## config.mk

```make
export PLATFORM = sky130hd
export DESIGN_NAME = bcd_clock_with_alarm
export DESIGN_NICKNAME = d
export VERILOG_FILES = /design/src/sv/bcdc_pkg.sv /design/src/sv/bcd_clock_with_alarm.sv /design/src/sv/bcdc_prep.sv
export SDC_FILE = /design/constraint.sdc
export NUM_CORES = 1
export LEC_CHECK = 0
export BUFFER_PORTS_ARGS = -buffer_cell sky130_fd_sc_hd__buf_4
export CORE_MARGIN = 2
export CORE_UTILIZATION = 65
export CTS_CLUSTER_DIAMETER = 100
export CTS_CLUSTER_SIZE = 14
export DETAILED_ROUTE_END_ITERATION = 6
export GPL_TIMING_DRIVEN = 0
export PLACE_DENSITY = 0.92
export SLEW_MARGIN = 30
export SYNTH_ARGS = -nofsm -noshare
export SYNTH_HDL_FRONTEND = slang
export SYNTH_SLANG_ARGS = --single-unit
```

## constraint.sdc

```tcl
create_clock -name clk -period 8.7 [get_ports clk]
set_input_delay 0 -clock clk [delete_from_list [all_inputs] [get_ports clk]]
set_output_delay 0 -clock clk [all_outputs]
set_load 0.02 [all_outputs]
```

## src/sv/bcdc_pkg.sv

```systemverilog
// Shared types, constants and digit helpers for the BCD clock with alarm.
`timescale 1ns / 1ps

package bcdc_pkg;

    typedef enum logic [1:0] {
        CMD_TICK      = 2'd0,
        CMD_SET_TIME  = 2'd1,
        CMD_SET_ALARM = 2'd2,
        CMD_POSTPONE  = 2'd3
    } bcdc_cmd_t;

    // Register word index, taken from paddr[2]
    localparam logic REG_TICK_DIV = 1'b0;
    localparam logic REG_ALARM_EN = 1'b1;

    localparam logic [15:0] TICK_DIV_RESET = 16'd1000;

    // floor(x / 60) = (x * RECIP60) >> RECIP60_SHIFT, exact for 16-bit x
    localparam logic [16:0] RECIP60       = 17'd69906;
    localparam int          RECIP60_SHIFT = 22;
    // floor(q / 24) = (q * RECIP24) >> RECIP24_SHIFT, exact for 11-bit q
    localparam logic [11:0] RECIP24       = 12'd2731;
    localparam int          RECIP24_SHIFT = 16;

    typedef struct packed {
        bcdc_cmd_t   cmd;
        logic [23:0] time_bcd;
        logic [15:0] snooze_min;
    } bcdc_req_t;

    typedef struct packed {
        logic [23:0] now_bcd;
        logic [23:0] alarm_bcd;
        logic        time_valid;
        logic        set_ok;
        logic        alarm_fired;
    } bcdc_res_t;

    // Request after the minute split: hour 0..23 and minute 0..59 of the
    // operand (delay for postpone, weighted alarm digits for set alarm).
    typedef struct packed {
        bcdc_cmd_t   cmd;
        logic [23:0] time_bcd;
        logic [4:0]  hh;
        logic [5:0]  mm;
    } bcdc_item_t;

    // Raw nibbles weighted as minutes: tens*600 + units*60 + tens*10 + units
    function automatic logic [13:0] hhmm_weight(input logic [23:0] t);
        logic [13:0] w;
        w = {10'd0, t[23:20]} * 14'd600
          + {10'd0, t[19:16]} * 14'd60
          + {10'd0, t[15:12]} * 14'd10
          + {10'd0, t[11:8]};
        return w;
    endfunction

    // Two BCD digits of a value 0..59
    function automatic logic [7:0] to_bcd2(input logic [5:0] v);
        logic [3:0] tens;
        logic [5:0] units;
        if (v >= 6'd50)
            tens = 4'd5;
        else if (v >= 6'd40)
            tens = 4'd4;
        else if (v >= 6'd30)
            tens = 4'd3;
        else if (v >= 6'd20)
            tens = 4'd2;
        else if (v >= 6'd10)
            tens = 4'd1;
        else
            tens = 4'd0;
        units = v - {2'd0, tens} * 6'd10;
        return {tens, units[3:0]};
    endfunction

    function automatic logic time_ok(input logic [23:0] t);
        logic ok;
        ok = 1'b1;
        if (t[23:20] > 4'd2)
            ok = 1'b0;
        if (t[23:20] == 4'd2 && t[19:16] > 4'd3)
            ok = 1'b0;
        if (t[19:16] > 4'd9)
            ok = 1'b0;
        if (t[15:12] > 4'd5)
            ok = 1'b0;
        if (t[11:8] > 4'd9)
            ok = 1'b0;
        if (t[7:4] > 4'd5)
            ok = 1'b0;
        if (t[3:0] > 4'd9)
            ok = 1'b0;
        return ok;
    endfunction

    // One second forward with digit carries; 23:59:59 wraps to 00:00:00
    function automatic logic [23:0] advance_second(input logic [23:0] t);
        logic [4:0] d0, d1, d2, d3, d4, d5;
        d0 = {1'b0, t[3:0]} + 5'd1;
        d1 = {1'b0, t[7:4]};
        d2 = {1'b0, t[11:8]};
        d3 = {1'b0, t[15:12]};
        d4 = {1'b0, t[19:16]};
        d5 = {1'b0, t[23:20]};
        if (d0 > 5'd9)
        begin
            d0 = 5'd0;
            d1 = d1 + 5'd1;
            if (d1 > 5'd5)
            begin
                d1 = 5'd0;
                d2 = d2 + 5'd1;
                if (d2 > 5'd9)
                begin
                    d2 = 5'd0;
                    d3 = d3 + 5'd1;
                    if (d3 > 5'd5)
                    begin
                        d3 = 5'd0;
                        d4 = d4 + 5'd1;
                        if ((d5 == 5'd2 && d4 > 5'd3) || (d5 < 5'd2 && d4 > 5'd9))
                        begin
                            d4 = 5'd0;
                            d5 = d5 + 5'd1;
                            if (d5 > 5'd2)
                                d5 = 5'd0;
                        end
                    end
                end
            end
        end
        return {d5[3:0], d4[3:0], d3[3:0], d2[3:0], d1[3:0], d0[3:0]};
    endfunction

endpackage

```

## src/sv/bcd_clock_with_alarm.sv

```systemverilog
// Top level: 24-hour BCD clock with alarm, snooze and register port.
// A request passes the prep registers s1..s4 and then the output register.
// Throughput: one request per cycle unless the output stalls; the clock
// and alarm state update at the output register, the minute split ahead of it is piped.
// Reset clears the time, alarm, prescaler and valid mark; divisor resets to
// 1000 and the alarm is disabled. No clearing pass is needed.
`timescale 1ns / 1ps

module bcd_clock_with_alarm
    import bcdc_pkg::*;
(
    input  logic        clk,
    input  logic        rst_n,
    input  logic        req_valid,
    output logic        req_stall,
    input  bcdc_req_t   req_data,
    output logic        res_valid,
    input  logic        res_stall,
    output bcdc_res_t   res_data,
    input  logic        psel,
    input  logic        penable,
    input  logic        pwrite,
    input  logic [2:0]  paddr,
    input  logic [31:0] pwdata,
    output logic [31:0] prdata,
    output logic        pready
);

    logic       item_valid;
    logic       item_ready;
    bcdc_item_t item;

    logic [15:0] tick_div_reg;
    logic        alarm_en_reg;

    logic [15:0] count_reg, count_next;
    logic [23:0] now_reg, now_next;
    logic        valid_mark_reg, valid_mark_next;
    logic [23:0] alarm_reg, alarm_next;
    logic [4:0]  alarm_hr_reg, alarm_hr_next;
    logic [5:0]  alarm_min_reg, alarm_min_next;

    logic        res_valid_reg;
    bcdc_res_t   res_reg, res_next;

    logic        fire;
    logic        set_ok;
    logic        fired;
    logic [15:0] div_eff;
    logic [16:0] count_inc;
    logic [23:0] now_adv;
    logic [6:0]  min_sum;
    logic        min_carry;
    logic [5:0]  min_new;
    logic [5:0]  hr_sum;
    logic [4:0]  hr_new;
    logic [5:0]  hr_sub;
    logic        cfg_wr;

    bcdc_prep u_prep (
        .clk        (clk),
        .rst_n      (rst_n),
        .req_valid  (req_valid),
        .req_stall  (req_stall),
        .req_data   (req_data),
        .item_valid (item_valid),
        .item_ready (item_ready),
        .item       (item)
    );

    // Register port
    assign pready = 1'b1;
    assign cfg_wr = psel && penable && pwrite;

    always_comb
    begin
        if (paddr[2] == REG_ALARM_EN)
            prdata = {31'd0, alarm_en_reg};
        else
            prdata = {16'd0, tick_div_reg};
    end

    always_ff @(posedge clk or negedge rst_n)
    begin
        if (!rst_n)
        begin
            tick_div_reg <= TICK_DIV_RESET;
            alarm_en_reg <= 1'b0;
        end
        else if (cfg_wr)
        begin
            if (paddr[2] == REG_TICK_DIV)
                tick_div_reg <= pwdata[15:0];
            else
                alarm_en_reg <= pwdata[0];
        end
    end

    // Step the clock state for the request leaving the pipeline
    assign item_ready = !res_valid_reg || !res_stall;
    assign fire       = item_valid && item_ready;

    always_comb
    begin
        div_eff   = (tick_div_reg == 16'd0) ? 16'd1 : tick_div_reg;
        count_inc = {1'b0, count_reg} + 17'd1;
        now_adv   = advance_second(now_reg);

        // Postpone: add hour/minute of the delay, carry minutes, wrap hours
        min_sum   = {1'b0, alarm_min_reg} + {1'b0, item.mm};
        min_carry = (min_sum >= 7'd60);
        min_new   = min_carry ? 6'(min_sum - 7'd60) : min_sum[5:0];
        hr_sum    = {1'b0, alarm_hr_reg} + {1'b0, item.hh} + {5'd0, min_carry};
        hr_sub    = hr_sum - 6'd24;
        hr_new    = (hr_sum >= 6'd24) ? hr_sub[4:0] : hr_sum[4:0];

        count_next      = count_reg;
        now_next        = now_reg;
        valid_mark_next = valid_mark_reg;
        alarm_next      = alarm_reg;
        alarm_hr_next   = alarm_hr_reg;
        alarm_min_next  = alarm_min_reg;
        set_ok          = 1'b0;
        fired           = 1'b0;

        if (fire)
        begin
            case (item.cmd)
                CMD_TICK:
                begin
                    if (count_inc >= {1'b0, div_eff})
                    begin
                        count_next = 16'd0;
                        now_next   = now_adv;
                        fired      = alarm_en_reg && (now_adv == alarm_reg);
                    end
                    else
                    begin
                        count_next = count_inc[15:0];
                    end
                end
                CMD_SET_TIME:
                begin
                    if (time_ok(item.time_bcd))
                    begin
                        now_next        = item.time_bcd;
                        valid_mark_next = 1'b1;
                        set_ok          = 1'b1;
                    end
                end
                CMD_SET_ALARM:
                begin
                    alarm_next     = item.time_bcd;
                    alarm_hr_next  = item.hh;
                    alarm_min_next = item.mm;
                end
                CMD_POSTPONE:
                begin
                    alarm_next     = {to_bcd2({1'b0, hr_new}), to_bcd2(min_new),
                                      alarm_reg[7:0]};
                    alarm_hr_next  = hr_new;
                    alarm_min_next = min_new;
                end
                default:
                begin
                    count_next = count_reg;
                end
            endcase
        end

        res_next.now_bcd     = now_next;
        res_next.alarm_bcd   = alarm_next;
        res_next.time_valid  = valid_mark_next;
        res_next.set_ok      = set_ok;
        res_next.alarm_fired = fired;
    end

    always_ff @(posedge clk or negedge rst_n)
    begin
        if (!rst_n)
        begin
            count_reg      <= 16'd0;
            now_reg        <= 24'd0;
            valid_mark_reg <= 1'b0;
            alarm_reg      <= 24'd0;
            alarm_hr_reg   <= 5'd0;
            alarm_min_reg  <= 6'd0;
            res_valid_reg  <= 1'b0;
        end
        else
        begin
            count_reg      <= count_next;
            now_reg        <= now_next;
            valid_mark_reg <= valid_mark_next;
            alarm_reg      <= alarm_next;
            alarm_hr_reg   <= alarm_hr_next;
            alarm_min_reg  <= alarm_min_next;
            if (fire)
                res_valid_reg <= 1'b1;
            else if (!res_stall)
                res_valid_reg <= 1'b0;
        end
    end

    // Hold the result while stalled
    always_ff @(posedge clk)
    begin
        if (fire)
            res_reg <= res_next;
    end

    assign res_valid = res_valid_reg;
    assign res_data  = res_reg;

`ifndef SYNTHESIS
    a_now_valid_time: assert property (@(posedge clk) disable iff (!rst_n)
        time_ok(now_reg))
        else $error("time of day left the valid range");

    a_mark_sticky: assert property (@(posedge clk) disable iff (!rst_n)
        !$fell(valid_mark_reg))
        else $error("time valid mark dropped");

    a_fired_match: assert property (@(posedge clk) disable iff (!rst_n)
        res_valid_reg && res_reg.alarm_fired |-> res_reg.now_bcd == res_reg.alarm_bcd)
        else $error("alarm fired without a time match");

    a_set_ok_mark: assert property (@(posedge clk) disable iff (!rst_n)
        res_valid_reg && res_reg.set_ok |-> res_reg.time_valid)
        else $error("accepted set without valid mark");

    a_flags_excl: assert property (@(posedge clk) disable iff (!rst_n)
        res_valid_reg |-> !(res_reg.set_ok && res_reg.alarm_fired))
        else $error("set and fire flags in one result");
`endif

endmodule

```

## src/sv/bcdc_prep.sv

```systemverilog
// Four-stage pipeline that splits a minute count into hour and minute mod one day.
`timescale 1ns / 1ps

module bcdc_prep
    import bcdc_pkg::*;
(
    input  logic       clk,
    input  logic       rst_n,
    input  logic       req_valid,
    output logic       req_stall,
    input  bcdc_req_t  req_data,
    output logic       item_valid,
    input  logic       item_ready,
    output bcdc_item_t item
);

    typedef struct packed {
        bcdc_cmd_t   cmd;
        logic [23:0] time_bcd;
        logic [15:0] x;
    } s1_t;

    typedef struct packed {
        bcdc_cmd_t   cmd;
        logic [23:0] time_bcd;
        logic [15:0] x;
        logic [10:0] q60;
    } s2_t;

    typedef struct packed {
        bcdc_cmd_t   cmd;
        logic [23:0] time_bcd;
        logic [10:0] q60;
        logic [5:0]  q24;
        logic [5:0]  mm;
    } s3_t;

    logic v1_reg, v2_reg, v3_reg, v4_reg;
    s1_t  s1_reg, s1_next;
    s2_t  s2_reg, s2_next;
    s3_t  s3_reg, s3_next;
    bcdc_item_t s4_reg, s4_next;

    logic rdy1, rdy2, rdy3, rdy4;

    logic [32:0] prod60;
    logic [22:0] prod24;
    logic [15:0] min_off;
    logic [15:0] min_rem;
    logic [10:0] hr_off;
    logic [10:0] hr_rem;

    assign rdy4 = !v4_reg || item_ready;
    assign rdy3 = !v3_reg || rdy4;
    assign rdy2 = !v2_reg || rdy3;
    assign rdy1 = !v1_reg || rdy2;

    assign req_stall  = !rdy1;
    assign item_valid = v4_reg;
    assign item       = s4_reg;

    always_comb
    begin
        s1_next.cmd      = req_data.cmd;
        s1_next.time_bcd = req_data.time_bcd;
        if (req_data.cmd == CMD_SET_ALARM)
            s1_next.x = {2'd0, hhmm_weight(req_data.time_bcd)};
        else
            s1_next.x = req_data.snooze_min;

        prod60           = {17'd0, s1_reg.x} * {16'd0, RECIP60};
        s2_next.cmd      = s1_reg.cmd;
        s2_next.time_bcd = s1_reg.time_bcd;
        s2_next.x        = s1_reg.x;
        s2_next.q60      = prod60[RECIP60_SHIFT +: 11];

        min_off          = {5'd0, s2_reg.q60} * 16'd60;
        min_rem          = s2_reg.x - min_off;
        prod24           = {12'd0, s2_reg.q60} * {11'd0, RECIP24};
        s3_next.cmd      = s2_reg.cmd;
        s3_next.time_bcd = s2_reg.time_bcd;
        s3_next.q60      = s2_reg.q60;
        s3_next.q24      = prod24[RECIP24_SHIFT +: 6];
        s3_next.mm       = min_rem[5:0];

        hr_off           = {5'd0, s3_reg.q24} * 11'd24;
        hr_rem           = s3_reg.q60 - hr_off;
        s4_next.cmd      = s3_reg.cmd;
        s4_next.time_bcd = s3_reg.time_bcd;
        s4_next.hh       = hr_rem[4:0];
        s4_next.mm       = s3_reg.mm;
    end

    always_ff @(posedge clk or negedge rst_n)
    begin
        if (!rst_n)
        begin
            v1_reg <= 1'b0;
            v2_reg <= 1'b0;
            v3_reg <= 1'b0;
            v4_reg <= 1'b0;
        end
        else
        begin
            if (rdy1)
                v1_reg <= req_valid;
            if (rdy2)
                v2_reg <= v1_reg;
            if (rdy3)
                v3_reg <= v2_reg;
            if (rdy4)
                v4_reg <= v3_reg;
        end
    end

    always_ff @(posedge clk)
    begin
        if (rdy1 && req_valid)
            s1_reg <= s1_next;
        if (rdy2 && v1_reg)
            s2_reg <= s2_next;
        if (rdy3 && v2_reg)
            s3_reg <= s3_next;
        if (rdy4 && v3_reg)
            s4_reg <= s4_next;
    end

endmodule
```

==> flow_summary.json, run 1 <==
{
  "seqPwrFrac_pct": 24.5,
  "finalWorstSetupSlack_ns": 2.54,
  "timing.rr.start": "u_prep.item[0]$_DFFE_PP_",
  "grt-ovfl-total": 0,
  "row_count": 63,
  "coreArea_um2": 29700,
  "path_cells": "ha_1 -> inv_1 -> fa_1 -> xnor2_2 -> ha_1 -> nand2_1 -> o22ai_1 -> a31oi_4 -> fa_1 -> nor2b_1 -> o21a_1 -> nor3_1 -> or2_1 -> clkbuf_1 -> and2_1 -> a211oi_1 -> o32ai_1 -> ha_1 -> fa_1 -> xor2_1 -> xnor2_1 -> nand2_1 -> a22oi_1",
  "yosysUniqueCellTypes": 92,
  "register_area_um2": 8830,
  "die_w_um": 178,
  "dpl_cell_area_um2": 21300,
  "synthToLayoutAreaGrowth_pct": 15.6,
  "synth_cells": 1713,
  "design_area_um2": 22700,
  "finClkSkew_ns": 0.0194,
  "cts_num_sinks": 310,
  "start_util_pct": 66.2,
  "cts_tree": "yes",
  "setup.worst_path.start_class": "flip-flop",
  "power_switching_mw": 4.15,
  "critPathBufInv": 2,
  "preCtsSetupSlack_ns": 2.79,
  "synth_warnings": 0,
  "worst-slew-pin-transition_ns": 0.906,
  "cp-endpoint": "res_data[22]$_DFFE_PP_",
  "end_kind": "flip-flop",
  "max_freq_mhz": 162,
  "dp_hpwl_um": 33900,
  "avgSynthCellArea_um2": 11.5,
  "max_stage_delay_ns": 0.52,
  "fin_nets": 2359,
  "p_int_mw": 5.29,
  "clock_path_buffers": 3,
  "setup_tns_ns": 0,
  "vias": 14600,
  "cp.arrival_ns": 6.49,
  "period_minus_slack_ns": 6.16,
  "reg2reg_depth": 23,
  "cts_resized": 0,
  "clock_latency_ns": 0.56,
  "ys_async_sr_fraction_pct": 31.6,
  "maxCapViolations": 0,
  "numPortBuffers": 133,
  "path_clk_slew_ns": 0.07,
  "drv_slew": 0,
  "rrSetupSlack_ns": 2.54,
  "viasPerCell": 6.16,
  "fill_cells": 1712,
  "min_path_type": "in2async",
  "path_class": "reg2reg",
  "setup_viol": 0,
  "grt_setup_unrepaired": "no",
  "largest_register_ffs": 51,
  "startpoint": "u_prep.item[0]$_DFFE_PP_",
  "multi_input_area_um2": 9920,
  "die_area_um2": 31700,
  "ys_seq_elements": 310,
  "cp_top_family": "adder cells",
  "htree_levels": 1,
  "antenna_left": 0,
  "cpMaxStageDelayCell": "a211oi_1",
  "totalPowerFinal_mw": 9.44,
  "totalWireLength_um": 49000,
  "synth_edf_count": 212,
  "antenna_cells": 0,
  "drc": 0,
  "swShare_pct": 44.0,
  "power_density_nw_per_um2": 415,
  "grt_pass1_wl_um": 76300,
  "max_slew_margin_pct": 39.6,
  "place_inst": 2256,
  "r2r-end": "res_data[22]$_DFFE_PP_",
  "grt_antenna_before_repair": 1,
  "yosysSeqAreaShare_pct": 44.9,
  "path_depth": 23,
  "grtUsageTotal_pct": 31.1,
  "place_congestion": 0.920,
  "crit_fanout": 7,
  "firstDrtPassIters": 6,
  "hold_violations": 0,
  "pwr-share-comb_pct": 63.7,
  "grt_max_degree": 99,
  "p_leak_nw": 10.4,
  "clkPwrFrac_pct": 11.8,
  "die_y_um": 178,
  "drive_above_1_share_pct": 13.4,
  "pin_count": 170,
  "wl_per_cell_um": 20.7,
  "grt_pass1_vias": 14800,
  "cts_buffers": 26,
  "final_cell_count_no_fill": 2365,
  "yosys_most_used_dff": "edfxtp_1",
  "period_share_pct": 70.8,
  "vdd_drop_max_v": 0.000360,
  "critPathRequiredTime_ns": 9.03,
  "outcome": "finished clean",
  "synthesis.area_um2": 19700,
  "drt_iter0_markers": 1329,
  "clockRootBuffer": "clkbuf_16"
}
placed cells by master, fill, tap and decap left out, types with 30 or more instances in the layout:
cell,n
clkbuf_1,50
a21o_1,36
edfxtp_1,212
inv_1,188
o21ai_0,108
dfrtp_1,92
buf_4,151
dlygate4sd3_1,62
nand2_1,112
nor2_1,90
xor2_1,30
fa_1,70
a21oi_1,74
xnor2_1,52
mux2_2,30
ha_1,249
Yosys cell counts (19+ instances only):
cell      number  area (um^2)
ha_1         249         3120
edfxtp_1     212         6370
inv_1        188          706
nand2_1      112          420
o21ai_0      108          541
dfrtp_1       92         2300
nor2_1        90          338
a21oi_1       74          370
fa_1          70         1400
xnor2_1       52          455
a21o_1        36          270
clkbuf_1      31          116
mux2_2        30          338
xor2_1        30          263
nand3_1       26          130
nor3_1        20          100
buf_4         19          143
nand2b_1      19          119
layout make-up:
cell class	instances	area share, %
clock inverters	2	0.204
inverters	189	3.13
multi-input cells	1172	43.6
plain buffers	57	1.28
clock buffers	45	3.18
flip-flops and latches	310	38.8
well taps	390	2.15
repair buffers	200	7.62
repair_timing:
| action | CTS | global route |
|---|---|---|
| endpoints found under the hold margin | 155 | 0 |
| setup buffers | 0 | 0 |
| hold buffers | 62 | 0 |
| setup endpoints to repair | 0 | 0 |
how the worst min path moves through the flow:
stage	from	to	slack [ns]	cells past startpoint
4_1_cts	pwrite	tick_div_reg[3]$_DFFE_PN1P_	0.11	3
3_5_place_dp	req_data[23]	u_prep.s1_reg[23]$_DFFE_PP_	0.18	1
3_3_place_gp	req_data[19]	u_prep.s1_reg[19]$_DFFE_PP_	0.18	1
6_report	rst_n	alarm_hr_reg[3]$_DFFE_PN0P_	0.04	2
2_1_floorplan	rst_n	alarm_en_reg$_DFFE_PN0P_	-0.30	0
5_1_grt	rst_n	alarm_hr_reg[3]$_DFFE_PN0P_	0.14	2
cell families after synthesis:
group / after synthesis / share of synthesized area, %
flops: 310 / 44.9
mux: 48 / 2.70
compound gates: 351 / 11.9
simple gates: 353 / 8.67
other cells: 2 / 0.0382
buf+inv: 246 / 5.09
xor+xnor: 84 / 3.82
fa+ha+maj: 319 / 23.0
power by group through the flow:
| stage | logic, mW | registers (mW) | clock network (mW) |
|---|---|---|---|
| finish | 6.01 | 2.31 | 1.11 |
| global route | 6.78 | 2.34 | 1.17 |
| CTS | 5.95 | 2.30 | 1.11 |
| detailed placement | 5.82 | 2.33 | 0 |
| global placement | 5.37 | 2.31 | 0 |
| floorplan | 4.36 | 2.30 | 0 |
layer usage:
metal	share of wire, %	GRT usage [%]
met2	50	54.7
met4	4.3	11.6
met5	0.037	0
met1	37	39.1
met3	8.4	4.46
stage by stage:
stage	hold slack (ns)	util [%]
final	0.0412	76.5
after global routing	0.140	76.5
after CTS	0.110	76.5
after detailed placement	0.180	71.8
after global placement	0.181	71.4
after floorplan	-0.296	-
Note: power is estimated with default switching activity, not from simulation.
==> inputs of run 2 (changes only) <==
--- a/config.mk
+++ b/config.mk
@@ -7,12 +7,12 @@
 export LEC_CHECK = 0
 export BUFFER_PORTS_ARGS = -buffer_cell sky130_fd_sc_hd__buf_4
 export CORE_MARGIN = 2
-export CORE_UTILIZATION = 65
+export CORE_UTILIZATION = 55
 export CTS_CLUSTER_DIAMETER = 100
 export CTS_CLUSTER_SIZE = 14
 export DETAILED_ROUTE_END_ITERATION = 6
 export GPL_TIMING_DRIVEN = 0
-export PLACE_DENSITY = 0.92
+export PLACE_DENSITY = 0.83
 export SLEW_MARGIN = 30
 export SYNTH_ARGS = -nofsm -noshare
 export SYNTH_HDL_FRONTEND = slang
==> constraint.sdc (replaced) <==
create_clock -name clk -period 5.3 [get_ports clk]
set_input_delay 0 -clock clk [delete_from_list [all_inputs] [get_ports clk]]
set_output_delay 0 -clock clk [all_outputs]
set_load 0.02 [all_outputs]
==> run 2 against run 1 <==
- critical path depth unchanged
- global-route usage decreased by 6.9 points
- cell count increased by 3.5%
- core utilization decreased by 11 points
- sequential power increased by 64%
- worst hold slack improved by 0.044 ns
- register-to-register slack got worse by 2.5 ns
- power increased by 68%
- clock skew increased by 0.0050 ns
- wire length decreased by 6.7%
- clock power increased by 63%
- first-iteration DRC count decreased by 13%
==> flow_summary.json, run 2 (synthesis gave the netlist of run 1 again) <==
{
  "coreArea_um2": 35400,
  "finClkSkew_ns": 0.0244,
  "period_minus_slack_ns": 5.24,
  "path_clk_slew_ns": 0.07,
  "cp.arrival_ns": 5.61,
  "dp_hpwl_um": 32800,
  "grt_max_degree": 99,
  "pin_count": 170,
  "place_inst": 2327,
  "clock_latency_ns": 0.56,
  "grtUsageTotal_pct": 24.2,
  "firstDrtPassIters": 5,
  "period_share_pct": 98.9,
  "end_kind": "flip-flop",
  "fill_cells": 2512,
  "antenna_left": 0,
  "setup_viol": 0,
  "drive_above_1_share_pct": 15.2,
  "die_y_um": 193,
  "min_path_type": "in2reg",
  "critPathBufInv": 1,
  "viasPerCell": 5.74,
  "final_cell_count_no_fill": 2447,
  "cts_buffers": 26,
  "setup.worst_path.start_class": "flip-flop",
  "die_area_um2": 37300,
  "htree_levels": 1,
  "finalWorstSetupSlack_ns": 0.0584,
  "outcome": "finished clean",
  "maxCapViolations": 0,
  "drt_iter0_markers": 1159,
  "layout_commonest_cell": "ha_1",
  "cpMaxStageDelayCell": "edfxtp_1",
  "critPathRequiredTime_ns": 5.67,
  "p_leak_nw": 10.5,
  "grt_antenna_before_repair": 0,
  "grt_setup_unrepaired": "yes",
  "place_congestion": 0.927,
  "max_stage_delay_ns": 0.42,
  "power_density_nw_per_um2": 687,
  "start_util_pct": 55.6,
  "final_cell_mix": "ha_1, edfxtp_1, inv_1, buf_4, nand2_1",
  "row_count": 69,
  "path_class": "reg2reg",
  "max_slew_margin_pct": 39.2,
  "cp_top_family": "adder cells",
  "grt_pass1_vias": 14300,
  "numPortBuffers": 133,
  "largest_register_ffs": 51,
  "vdd_drop_max_v": 0.000695,
  "vias": 14000,
  "design_area_um2": 23100,
  "preCtsSetupSlack_ns": -0.593,
  "wl_per_cell_um": 18.7,
  "clock_path_buffers": 3,
  "wl_met2_um": 23200,
  "synthToLayoutAreaGrowth_pct": 17.5,
  "hold_violations": 0,
  "die_w_um": 193,
  "cts_tree": "yes",
  "crit_fanout": 5,
  "antenna_cells": 0,
  "path_cells": "ha_1 -> o21ai_1 -> nor2_2 -> nor2_4 -> ha_4 -> nand2_1 -> o22ai_4 -> a31oi_4 -> fa_2 -> inv_1 -> fa_2 -> a21o_1 -> a21oi_2 -> xnor2_2 -> nor2_2 -> a2111oi_4 -> o32ai_2 -> ha_1 -> fa_1 -> xor2_1 -> xnor2_1 -> nand2_1 -> a22oi_2",
  "max_freq_mhz": 191,
  "drt-met1-wl_um": 18400,
  "drv_slew": 0,
  "routed.top_layer": "met4",
  "dpl_cell_area_um2": 21400,
  "worst-slew-pin-transition_ns": 0.888,
  "cts_num_sinks": 310,
  "totalWireLength_um": 45700,
  "clockRootBuffer": "clkbuf_16",
  "drc": 0,
  "grt_pass1_wl_um": 71300,
  "route.met3.wl_um": 2510,
  "totalPowerFinal_mw": 15.9,
  "grt-ovfl-total": 0,
  "fin_nets": 2370
}
run 2: final timing paths:
check                                                start                       endpoint  slack (ns)  cells past startpoint
max in group asynchronous                            rst_n  u_prep.item_valid$_DFFE_PN0P_        4.57                      2
worst max register to register    u_prep.item[3]$_DFFE_PP_         res_data[22]$_DFFE_PP_        0.06                     23
worst min register to register  u_prep.s3_reg[4]$_DFFE_PP_       u_prep.item[4]$_DFFE_PP_        0.41                      0
min in group asynchronous                            rst_n        alarm_reg[16]$_DFF_PN0_        0.10                      2
worst max-delay path              u_prep.item[3]$_DFFE_PP_         res_data[22]$_DFFE_PP_        0.06                     23
worst min-delay path                                pwrite    tick_div_reg[4]$_DFFE_PN0P_        0.09                      3
run 2: final cells by class:
class                           count  area (um^2)  area share (%)
Clock buffer                       45          743            3.22
Inverter                          189          711            3.08
Sequential cell                   310         8830            38.2
Timing Repair Buffer              212         1820            7.89
Buffer                             56          288            1.25
Multi-Input combinational cell   1172        10100            43.7
Clock inverter                      2         38.8           0.168
Tap cell                          461          577            2.50
run 2: worst reg2reg max path, cell delays in order, from the launching register on:
cell and delay [ns]:
edfxtp_1 0.42, ha_1 0.41, o21ai_1 0.15, nor2_2 0.27
nor2_4 0.09, ha_4 0.18, nand2_1 0.10, o22ai_4 0.10
a31oi_4 0.25, fa_2 0.25, inv_1 0.06, fa_2 0.36
a21o_1 0.21, a21oi_2 0.18, xnor2_2 0.19, nor2_2 0.12
a2111oi_4 0.36, o32ai_2 0.15, ha_1 0.21, fa_1 0.37
xor2_1 0.17, xnor2_1 0.14, nand2_1 0.08, a22oi_2 0.22
run 2: power by group:
group	switching (mW)	internal [mW]
sequential	0.422	3.36
combinational	5.61	4.67
clock	0.852	0.959
total	6.89	8.99
run 2: stage by stage:
step                hold slack [ns]  TNS, ns  utilization (%)
floorplan                    -0.296        0                -
global route                 0.0934   -0.262             65.3
global placement              0.181    -1.20             60.2
CTS                          0.0773        0             64.8
detailed placement            0.182    -1.88             60.6
finish                       0.0852        0             65.3
run 2: repair_timing:
item / in CTS / in global routing
hold buffers: 62 / 0
endpoints found under the setup margin: 6 / 5
pin swaps: 5 / 12
endpoints found under the hold margin: 154 / 0
resized for setup: 16 / 19
setup buffers: 3 / 9
run 2: metal layers:
metal / vias to the layer above / global-route usage [%]
met3: 126 / 2.86
met5: - / 0
li1: 6554 / -
met2: 500 / 43.0
met1: 6855 / 30.7
met4: 0 / 8.42
